[config.mk]
export PLATFORM = sky130hd
export DESIGN_NAME = dual_encoder_count_and_rate
export DESIGN_NICKNAME = d
export VERILOG_FILES = /design/src/rtl/core/decr_pkg.sv /design/src/rtl/core/dual_encoder_count_and_rate.sv /design/src/rtl/core/decr_div.sv
export SDC_FILE = /design/constraint.sdc
export NUM_CORES = 2
export LEC_CHECK = 0
export BUFFER_PORTS_ARGS = -buffer_cell sky130_fd_sc_hd__buf_2
export CAP_MARGIN = 20
export CORE_MARGIN = 4
export CORE_UTILIZATION = 58
export CTS_CLUSTER_SIZE = 30
export DETAILED_ROUTE_END_ITERATION = 7
export GPL_TIMING_DRIVEN = 0
export PLACE_DENSITY = 0.76
export SETUP_SLACK_MARGIN = 0.1
export SLEW_MARGIN = 20
export SYNTH_ARGS = -nofsm -noshare
export SYNTH_HDL_FRONTEND = slang
export SYNTH_SLANG_ARGS = --single-unit
[constraint.sdc]
create_clock -name i_clk -period 13.7 [get_ports i_clk]
set_input_delay 0.685 -clock i_clk [delete_from_list [all_inputs] [get_ports i_clk]]
set_output_delay 0.685 -clock i_clk [all_outputs]
set_load 0.02 [all_outputs]
[src/rtl/core/decr_pkg.sv]
// Package for the dual encoder count and rate block.
// Holds widths, item kind codes, register indexes and the rate scale.
// No dependencies.
package decr_pkg;

    localparam int CountW = 32;
    localparam int ScaleW = 10;
    localparam int NumW   = 41;
    localparam int StepW  = 6;

    localparam logic [ScaleW-1:0] RateScale = 10'd1000;
    localparam logic [StepW-1:0]  DivSteps  = 6'(NumW);

    localparam logic [1:0] KIND_EDGE   = 2'd0;
    localparam logic [1:0] KIND_SAMPLE = 2'd1;
    localparam logic [1:0] KIND_CLEAR  = 2'd2;

    localparam logic CFG_LEFT_REVERSE  = 1'b0;
    localparam logic CFG_RIGHT_REVERSE = 1'b1;

    localparam logic WHEEL_LEFT  = 1'b0;
    localparam logic WHEEL_RIGHT = 1'b1;

    typedef struct packed {
        logic             start;
        logic [NumW-1:0]  dividend;
        logic [CountW-1:0] divisor;
    } t_div_req;

    typedef struct packed {
        logic            done;
        logic [NumW-1:0] quotient;
    } t_div_rsp;

endpackage

[src/rtl/core/dual_encoder_count_and_rate.sv]
// Top level of the two-wheel encoder count and rate block.
// Depends on decr_pkg and decr_div.
//
//   channel | valid      | stall       | payload
//   --------+------------+-------------+----------------------------------------
//   in      | i_in_valid | o_in_stall  | i_kind i_wheel i_pin_a i_pin_b i_time_ms
//   out     | o_out_valid| i_out_stall | o_left_count o_right_count o_left_rate
//           |            |             | o_right_rate
//   cfg     | i_cfg_we   | -           | i_cfg_index i_cfg_data
//
// Edge, clear and unused-kind items have their result registered at acceptance.
// A sample item goes per wheel through a multiply state, the shared divider and
// saturation in the cycle the divider is done, two wheels in turn, then an output
// state. The next item is taken in the cycle after the output at the earliest.
// Reset is synchronous; it clears counts, snapshots, rates and the result valid.
// The block takes no item while a sample is in work or a result is stalled.
module dual_encoder_count_and_rate (
    input  logic                              i_clk,
    input  logic                              i_rst_n,
    input  logic                              i_in_valid,
    output logic                              o_in_stall,
    input  logic [1:0]                        i_kind,
    input  logic                              i_wheel,
    input  logic                              i_pin_a,
    input  logic                              i_pin_b,
    input  logic [decr_pkg::CountW-1:0]       i_time_ms,
    output logic                              o_out_valid,
    input  logic                              i_out_stall,
    output logic signed [decr_pkg::CountW-1:0] o_left_count,
    output logic signed [decr_pkg::CountW-1:0] o_right_count,
    output logic signed [decr_pkg::CountW-1:0] o_left_rate,
    output logic signed [decr_pkg::CountW-1:0] o_right_rate,
    input  logic                              i_cfg_we,
    input  logic                              i_cfg_index,
    input  logic                              i_cfg_data
);

    typedef enum logic [3:0] {
        S_IDLE = 4'b0001,
        S_MUL  = 4'b0010,
        S_DIV  = 4'b0100,
        S_OUT  = 4'b1000
    } t_state;

    localparam int W = decr_pkg::CountW;
    localparam int N = decr_pkg::NumW;

    t_state          r_state, n_state;
    logic            r_left_rev, r_right_rev;
    logic [W-1:0]    r_left_ticks, n_left_ticks;
    logic [W-1:0]    r_right_ticks, n_right_ticks;
    logic [W-1:0]    r_left_snap, r_right_snap;
    logic [W-1:0]    r_last_time;
    logic [W-1:0]    r_left_speed, n_left_speed;
    logic [W-1:0]    r_right_speed, n_right_speed;
    logic [W-1:0]    r_delta_l, r_delta_r, r_elapsed;
    logic            r_sel, n_sel;
    logic            r_neg, n_neg;
    logic            r_out_valid, n_out_valid;
    logic [W-1:0]    r_out_lc, r_out_rc, r_out_lr, r_out_rr;
    logic            load_out;
    logic            accept;
    logic            out_busy;
    logic            fwd;
    logic [W-1:0]    delta;
    logic [W-1:0]    mag;
    logic [W+decr_pkg::ScaleW-1:0] product;
    logic [W-1:0]    sat;
    logic [N-1:0]    q;
    decr_pkg::t_div_req div_req;
    decr_pkg::t_div_rsp div_rsp;

    decr_div u_div (
        .i_clk   (i_clk),
        .i_rst_n (i_rst_n),
        .i_req   (div_req),
        .o_rsp   (div_rsp)
    );

    assign out_busy   = r_out_valid && i_out_stall;
    assign o_in_stall = (r_state != S_IDLE) || out_busy;
    assign accept     = i_in_valid && !o_in_stall;

    always_comb begin
        delta   = r_sel ? r_delta_r : r_delta_l;
        mag     = delta[W-1] ? (~delta + 1'b1) : delta;
        product = mag * decr_pkg::RateScale;
        div_req.start    = (r_state == S_MUL);
        div_req.dividend = product[N-1:0];
        div_req.divisor  = r_elapsed;
        q = div_rsp.quotient;
        if (r_elapsed == '0) begin
            sat = '0;
        end else if (r_neg) begin
            if (q > N'({1'b1, {(W-1){1'b0}}})) begin
                sat = {1'b1, {(W-1){1'b0}}};
            end else begin
                sat = ~q[W-1:0] + 1'b1;
            end
        end else begin
            if (q > N'({1'b0, {(W-1){1'b1}}})) begin
                sat = {1'b0, {(W-1){1'b1}}};
            end else begin
                sat = q[W-1:0];
            end
        end
    end

    always_comb begin
        n_state       = r_state;
        n_left_ticks  = r_left_ticks;
        n_right_ticks = r_right_ticks;
        n_left_speed  = r_left_speed;
        n_right_speed = r_right_speed;
        n_sel         = r_sel;
        n_neg         = r_neg;
        n_out_valid   = r_out_valid && i_out_stall;
        load_out      = 1'b0;
        fwd           = (i_pin_a == i_pin_b) ^ (i_wheel ? r_right_rev : r_left_rev);
        case (r_state)
            S_IDLE: begin
                if (accept) begin
                    case (i_kind)
                        decr_pkg::KIND_EDGE: begin
                            if (i_wheel == decr_pkg::WHEEL_RIGHT) begin
                                n_right_ticks = fwd ? r_right_ticks + 1'b1
                                                    : r_right_ticks - 1'b1;
                            end else begin
                                n_left_ticks = fwd ? r_left_ticks + 1'b1
                                                   : r_left_ticks - 1'b1;
                            end
                            load_out = 1'b1;
                        end
                        decr_pkg::KIND_SAMPLE: begin
                            n_sel   = decr_pkg::WHEEL_LEFT;
                            n_state = S_MUL;
                        end
                        decr_pkg::KIND_CLEAR: begin
                            n_left_ticks  = '0;
                            n_right_ticks = '0;
                            load_out      = 1'b1;
                        end
                        default: begin
                            load_out = 1'b1;
                        end
                    endcase
                end
            end
            S_MUL: begin
                n_neg   = delta[W-1];
                n_state = S_DIV;
            end
            S_DIV: begin
                if (div_rsp.done) begin
                    if (r_sel == decr_pkg::WHEEL_RIGHT) begin
                        n_right_speed = sat;
                        n_state       = S_OUT;
                    end else begin
                        n_left_speed = sat;
                        n_sel        = decr_pkg::WHEEL_RIGHT;
                        n_state      = S_MUL;
                    end
                end
            end
            S_OUT: begin
                if (!out_busy) begin
                    load_out = 1'b1;
                    n_state  = S_IDLE;
                end
            end
            default: begin
                n_state = S_IDLE;
            end
        endcase
        if (load_out) begin
            n_out_valid = 1'b1;
        end
    end

    always_ff @(posedge i_clk) begin
        if (!i_rst_n) begin
            r_state       <= S_IDLE;
            r_left_rev    <= 1'b0;
            r_right_rev   <= 1'b1;
            r_left_ticks  <= '0;
            r_right_ticks <= '0;
            r_left_snap   <= '0;
            r_right_snap  <= '0;
            r_last_time   <= '0;
            r_left_speed  <= '0;
            r_right_speed <= '0;
            r_out_valid   <= 1'b0;
            r_sel         <= 1'b0;
            r_neg         <= 1'b0;
        end else begin
            r_state       <= n_state;
            r_left_ticks  <= n_left_ticks;
            r_right_ticks <= n_right_ticks;
            r_left_speed  <= n_left_speed;
            r_right_speed <= n_right_speed;
            r_out_valid   <= n_out_valid;
            r_sel         <= n_sel;
            r_neg         <= n_neg;
            if (i_cfg_we) begin
                case (i_cfg_index)
                    decr_pkg::CFG_LEFT_REVERSE:  r_left_rev  <= i_cfg_data;
                    decr_pkg::CFG_RIGHT_REVERSE: r_right_rev <= i_cfg_data;
                    default: ;
                endcase
            end
            if (accept && (i_kind == decr_pkg::KIND_SAMPLE)) begin
                r_left_snap  <= r_left_ticks;
                r_right_snap <= r_right_ticks;
                r_last_time  <= i_time_ms;
            end
        end
        if (accept && (i_kind == decr_pkg::KIND_SAMPLE)) begin
            r_delta_l <= r_left_ticks - r_left_snap;
            r_delta_r <= r_right_ticks - r_right_snap;
            r_elapsed <= i_time_ms - r_last_time;
        end
        if (load_out) begin
            r_out_lc <= n_left_ticks;
            r_out_rc <= n_right_ticks;
            r_out_lr <= n_left_speed;
            r_out_rr <= n_right_speed;
        end
    end

    assign o_out_valid   = r_out_valid;
    assign o_left_count  = r_out_lc;
    assign o_right_count = r_out_rc;
    assign o_left_rate   = r_out_lr;
    assign o_right_rate  = r_out_rr;

endmodule

[src/rtl/core/decr_div.sv]
// Shared restoring divider, one quotient bit per cycle.
// Depends on decr_pkg for widths and the request and response structs.
module decr_div (
    input  logic                i_clk,
    input  logic                i_rst_n,
    input  decr_pkg::t_div_req  i_req,
    output decr_pkg::t_div_rsp  o_rsp
);

    logic                          r_busy, n_busy;
    logic                          r_done, n_done;
    logic [decr_pkg::StepW-1:0]    r_cnt, n_cnt;
    logic [decr_pkg::CountW-1:0]   r_rem, n_rem;
    logic [decr_pkg::NumW-1:0]     r_quo, n_quo;
    logic [decr_pkg::CountW-1:0]   r_den, n_den;
    logic [decr_pkg::CountW:0]     shifted;
    logic [decr_pkg::CountW+1:0]   diff;
    logic                          ge;

    always_comb begin
        shifted = {r_rem, r_quo[decr_pkg::NumW-1]};
        diff    = {1'b0, shifted} - {2'b00, r_den};
        ge      = !diff[decr_pkg::CountW+1];
        n_busy  = r_busy;
        n_done  = 1'b0;
        n_cnt   = r_cnt;
        n_rem   = r_rem;
        n_quo   = r_quo;
        n_den   = r_den;
        if (i_req.start) begin
            n_busy = 1'b1;
            n_cnt  = decr_pkg::DivSteps;
            n_rem  = '0;
            n_quo  = i_req.dividend;
            n_den  = i_req.divisor;
        end else if (r_busy) begin
            n_rem = ge ? diff[decr_pkg::CountW-1:0] : shifted[decr_pkg::CountW-1:0];
            n_quo = {r_quo[decr_pkg::NumW-2:0], ge};
            n_cnt = r_cnt - 1'b1;
            if (r_cnt == decr_pkg::StepW'(1)) begin
                n_busy = 1'b0;
                n_done = 1'b1;
            end
        end
    end

    always_ff @(posedge i_clk) begin
        if (!i_rst_n) begin
            r_busy <= 1'b0;
            r_done <= 1'b0;
            r_cnt  <= '0;
        end else begin
            r_busy <= n_busy;
            r_done <= n_done;
            r_cnt  <= n_cnt;
        end
        r_rem <= n_rem;
        r_quo <= n_quo;
        r_den <= n_den;
    end

    assign o_rsp.done     = r_done;
    assign o_rsp.quotient = r_quo;

endmodule
### After elaboration in Yosys (flattened, before gate mapping)

Cells that the tools add are included.

* flip-flop bits (word level): 570
* bits of input ports: 44
* output and inout bits: 130
* word-level logic and storage cells: 124

* $add $sub $neg: 11
* multiply operators: 1
* magnitude comparators: 2
* equality and inequality tests: 13
* multiplexer cells: 47
* bitwise operators: 6
* reductions and logical operators: 16

Operators with widths (count)
* 32-bit 2-to-1 mux: 21
* 32-bit by 1-bit adder with 32-bit output (second input constant): 4
* 32-bit one-hot mux with 2 select lines: 2
* 32-bit subtractor: 3
* 41-bit 2-to-1 mux: 2
* 32-bit NOT: 2
* 32-bit by 1-bit subtractor with 32-bit output (second input constant): 2
* 41-bit by 31-bit > comparator with 1-bit output (second input constant): 1
* 41-bit by 32-bit > comparator with 1-bit output (second input constant): 1
* 32-bit by 7-bit multiplier with 38-bit output (second input constant): 1
* 33-bit by 32-bit subtractor with 34-bit output: 1
* 32-bit logical NOT: 1
* 4-bit 2-to-1 mux: 5
* 4-bit one-hot mux with 4 select lines: 1
* 1-bit 2-to-1 mux: 12
* 6-bit 2-to-1 mux: 2
* 4-bit AND reduction: 2
* 6-bit by 1-bit equality test with 1-bit output (second input constant): 1
* 2-bit != test (second input constant): 3
* 6-bit by 1-bit subtractor with 6-bit output (second input constant): 1
* 4-bit by 1-bit equality test with 1-bit output (second input constant): 1
* 4-bit by 2-bit equality test with 1-bit output (second input constant): 1
* 4-bit by 3-bit equality test with 1-bit output (second input constant): 1
* 4-bit equality test (second input constant): 1
* 16 further kinds: 24

### Logic depth before layout (Yosys ltp)

* depth after elaboration: 8
* depth in mapped cells: 35
* gate-level depth less buffers: 27

### By module

Synthesis repeated with hierarchy kept, for this count alone.

* cell total of the unflattened synthesis: 3889
* area, all modules: 37001.7 um^2

Modules (own cells, without submodules)
* dual_encoder_count_and_rate: instances 1, cells an instance 3306, area each 30678.2 um^2, sequential area each 11390.9 um^2
* decr_div: instances 1, cells an instance 583, area each 6323.6 um^2, sequential area each 2992.9 um^2

### Worst setup path before layout

Ideal clock, no wire load.

* path type: reg2reg
* start point: register r_sel
* end point: register u_div.r_quo[37] in the netlist's numbering, data pin
* library setup time: 0.265 ns
* arrival: 8.203 ns
* required time: 13.435 ns
* path slack: 5.232 ns
* stages on the path, launching flop included: 31
* buffers on the path: 7
* clock period less this slack: 8.468 ns
* path through: dfxtp_1 > buf_4 > buf_4 > buf_2 > buf_4 > buf_2 > buf_2 > buf_1 > mux2i_1 > ha_1 > o221ai_1 > nand2b_1 > or3_1 > o31ai_2 > xor2_2 > xnor2_1 > xnor2_1 > fa_1 > fa_1 > fa_1 > inv_1 > ha_1 > and3_1 > a221o_1 > a221oi_1 > o31ai_1 > o31a_1 > a311o_1 > o41ai_1 > xor2_1 > o21ai_1

* longest elaborated chain between the ends: 6

Ends and longest elaborated chain
* from (decl): line dual_encoder_count_and_rate.sv:57 `logic r_sel, n_sel;`
* from (signal assigned): line dual_encoder_count_and_rate.sv:202 `r_sel <= n_sel;`
* 32-bit 2-to-1 mux (*): line dual_encoder_count_and_rate.sv:85 `delta = r_sel ? r_delta_r : r_delta_l;`
* 32-bit NOT: line dual_encoder_count_and_rate.sv:86 `mag = delta[W-1] ? (~delta + 1'b1) : delta;`
* 32-bit by 1-bit adder with 32-bit output: line dual_encoder_count_and_rate.sv:86
* 32-bit 2-to-1 mux (*): line dual_encoder_count_and_rate.sv:86
* 32-bit by 7-bit multiplier with 38-bit output (*): line dual_encoder_count_and_rate.sv:87 `product = mag * decr_pkg::RateScale;`
* 41-bit 2-to-1 mux (*): line decr_div.sv:30 `if (i_req.start) begin`
* named net u_div.n_quo (one bit): line decr_div.sv:14 `logic [decr_pkg::NumW-1:0] r_quo, n_quo;`
* to (signal assigned): line decr_div.sv:58 `r_quo <= n_quo;`
* to (decl): line decr_div.sv:14

Mark *: on every way through the listed nets, which the timed path passes. The rest lies on a longest branch.
A chain may end at the register's enable or synchronous reset.

### Final worst setup path

Same ends and word-level chain as after synthesis.

==> flow_metrics.tcl <==
set metrics [dict create \
    intPower_mw 6.16 \
    synth_compound_area_frac 0.185 \
    synthFlopType "edfxtp_1" \
    totalWireLength_um 93100 \
    p_sw_frac 0.444 \
    syn_area_sq_mm 0.0373 \
    relSlewSlack 0.278 \
    final_cell_mix "nand2_1 (547), inv_1 (323), a21oi_1 (317), edfxtp_1 (294), dfxtp_1 (276)" \
    grt_pass1_vias 29100 \
    synthSimpleGateAreaFrac 0.161 \
    max-vdd-ir-drop_uv 342 \
    yosys_warnings 0 \
    r2r_slack_ps 3480 \
    antenna_found_initial 0 \
    vias 30100 \
    power.leakage_nw 16.8 \
    largest_reg_flops 41 \
    min_period_over_period 0.746 \
    synth.distinct_cells 88 \
    finalCriticalPeriod_ps 10220 \
    slowest_delay_ps 620 \
    fmax_ghz 0.0979 \
    synth_xor_area_frac 0.0594 \
    arrival_ps 10580 \
    setup_viol 0 \
    worstPathMaxFanout 10 \
    drtAntennaViolNets 0 \
    cts_resized 0 \
    rsz0062_at_grt "false" \
    maxCapViolCount 0 \
    synthCells 4104 \
    initial_utilization 0.589 \
    hold_viol 0 \
    cts_buffers 61 \
    htree_levels 2 \
    final_common_cell "nand2_1" \
    cts_tree "done" \
    largest_register "u_div.r_quo" \
    grt_pass1_wl_um 151000 \
    netlist_top_cells_area "edfxtp_1 (24%), dfxtp_1 (15%), ha_1 (8.7%)" \
    drive_gt1_frac 0.0828 \
    hp-class "primary input to register" \
    synth-seq-area-share 0.385 \
    critical_path_class "register to register" \
    p_clk_frac 0.157 \
    drt_iter0_drc 1812 \
    path_clk_slew_ps 60 \
    grt_max_degree 64 \
    power.total_mw 11.1 \
    root_buffer "clkbuf_16" \
    rows 92 \
    die_w_um 262 \
    nNetsFinal 4755 \
    start_kind "register" \
    stdcell_count 5244 \
    die_area_sq_mm 0.0684 \
    worstMarginPinSlew_ps 1080 \
    wl_per_cell_um 17.8 \
    crit_required_ps 14060 \
    yosysTopAreaCellShare 0.237 \
    design.core.area_sq_mm 0.0633 \
    p_seq_frac 0.205 \
    synth_edf_count 294 \
    endpoint_kind "register" \
    antenna-diode-count 0 \
    dpl.cell_count 5128 \
    detail_route.first_pass.iterations 8 \
    synth_fa_ha_area_frac 0.146 \
    die_y_um 262 \
    drcViolationCount 0 \
    p_comb_frac 0.638 \
    ys_ff_latch 570 \
    port_buffers 170 \
    fin_skew_ps 25.3 \
    syn_to_final_growth_pct 11.5 \
    muxShareOfSynthArea 0.0137 \
    async_flop_share 0 \
    cts_setup_buffers 0 \
    grt_overflow 0 \
    synth_top_family_by_area "compound AO/OA/AOI/OAI gates" \
    cts_sinks 570 \
    slew_viol_final 0 \
    io_pins 174 \
    clk_latency_ps 630 \
    grtUsageTotal 0.271 \
    postCtsHoldBufs 0 \
    cpMaxStageDelayCell "fa_1" \
    p_switching_mw 4.92 \
    place.gp.congestion 0.968 \
    cts_buffer_depth 3 \
    synth_nets 4514 \
    p_per_area_mw_per_mm2 266 \
    dpl.hpwl_um 71700 \
    synth_top_cell_by_area "edfxtp_1" \
    syn_avg_cell_area_sq_um 9.09 \
    avgViaCountPerCell 5.75 \
    setup-tns-final_ps 0 \
    status "finished clean" \
    nFillCells 5298 \
]
[through the flow]
| step | cell area [sq um] | worst slack [ps] | hold slack, ps | util |
|---|---|---|---|---|
| 2_1_floorplan | 37300 | 5230 | 427 | - |
| 3_3_place_gp | 39200 | 2800 | 433 | 0.619 |
| 3_5_place_dp | 39400 | 3560 | 436 | 0.623 |
| 4_1_cts | 41600 | 3500 | 267 | 0.657 |
| 5_1_grt | 41600 | 2830 | 312 | 0.657 |
| 6_report | 41600 | 3480 | 309 | 0.657 |
[layout make-up]
type                            instances  area, sq um  share of cell area
Multi-Input combinational cell       3045        21100               0.507
Sequential cell                       570        14400               0.345
Clock buffer                           80         1710              0.0411
Inverter                              328         1230              0.0297
Tap cell                              846         1060              0.0255
Timing Repair Buffer                  178         1040              0.0249
Buffer                                161          644              0.0155
Clock inverter                         36          445              0.0107
[per-layer routing]
| metal | vias up | wire [um] | GRT usage |
|---|---|---|---|
| met3 | 180 | 4930 | 0.0379 |
| met1 | 14100 | 40400 | 0.352 |
| met2 | 772 | 44300 | 0.466 |
| li1 | 15000 | - | - |
| met4 | 0 | 3540 | 0.0940 |
| met5 | - | 0 | 0 |
[cells by family after synthesis]
| logic type | after synthesis |
|---|---|
| buffers and inverters | 489 |
| and+or+nand+nor | 1268 |
| xor gates and xnor gates | 251 |
| muxes | 50 |
| AOI/OAI and AO/OA | 1103 |
| adders and majority gates | 373 |
| DFF | 570 |
[path summary, 6_finish.rpt]
| path | from | to | depth (start not counted) |
|---|---|---|---|
| min | i_cfg_data | r_right_rev | 3 |
| max reg2reg | r_sel | u_div.r_quo[37] | 30 |
| min reg2reg | r_elapsed[30] | u_div.r_den[30] | 0 |
| max | r_sel | u_div.r_quo[37] | 30 |
[Yosys cell counts, types with 8 or more instances]
| cell type | n |
|---|---|
| nand2b_1 | 35 |
| a211oi_1 | 25 |
| mux2i_1 | 42 |
| o31a_1 | 12 |
| and3_1 | 22 |
| o21ai_0 | 243 |
| a2111oi_0 | 9 |
| a22o_1 | 17 |
| nor3_1 | 80 |
| nor3b_1 | 11 |
| ha_1 | 259 |
| or2_2 | 16 |
| nor2b_1 | 40 |
| o21a_1 | 52 |
| o21ai_1 | 88 |
| a221oi_1 | 9 |
| o31ai_1 | 20 |
| nor4_1 | 26 |
| xor2_1 | 81 |
| inv_1 | 325 |
| nand2_1 | 547 |
| or4_1 | 9 |
| xnor2_1 | 168 |
| nand3_1 | 100 |
| a21oi_1 | 318 |
| o21bai_1 | 14 |
| o31ai_2 | 8 |
| a32o_1 | 10 |
| or3_1 | 19 |
| fa_1 | 107 |
| o211ai_1 | 26 |
| mux2_2 | 8 |
| a21o_1 | 93 |
| clkbuf_1 | 145 |
| a41oi_1 | 11 |
| and2_1 | 116 |
| edfxtp_1 | 294 |
| nand4_1 | 31 |
| a31oi_1 | 48 |
| nor2_1 | 183 |
| dfxtp_1 | 276 |
[power by group through the flow]
stage / Clock [mW] / Combinational, mW / Sequential (mW)
floorplan: 0 / 5.42 / 2.41
CTS: 1.77 / 7.05 / 2.27
global route: 1.84 / 8.01 / 2.29
finish: 1.74 / 7.07 / 2.27
detailed placement: 0 / 7.02 / 2.30
global placement: 0 / 6.84 / 2.36
[critical path, delay by kind of cell (launching register included)]
family | cells | cell delay (ps)
AO/OA/AOI/OAI | 9 | 2420
XOR/XNOR | 3 | 1130
adder cells (fa/ha/maj) | 5 | 2200
buffers and inverters | 8 | 2220
flip-flops | 1 | 470
multiplexers | 1 | 500
AND/OR/NAND/NOR | 4 | 980
Power figures use the tool's default switching activity.
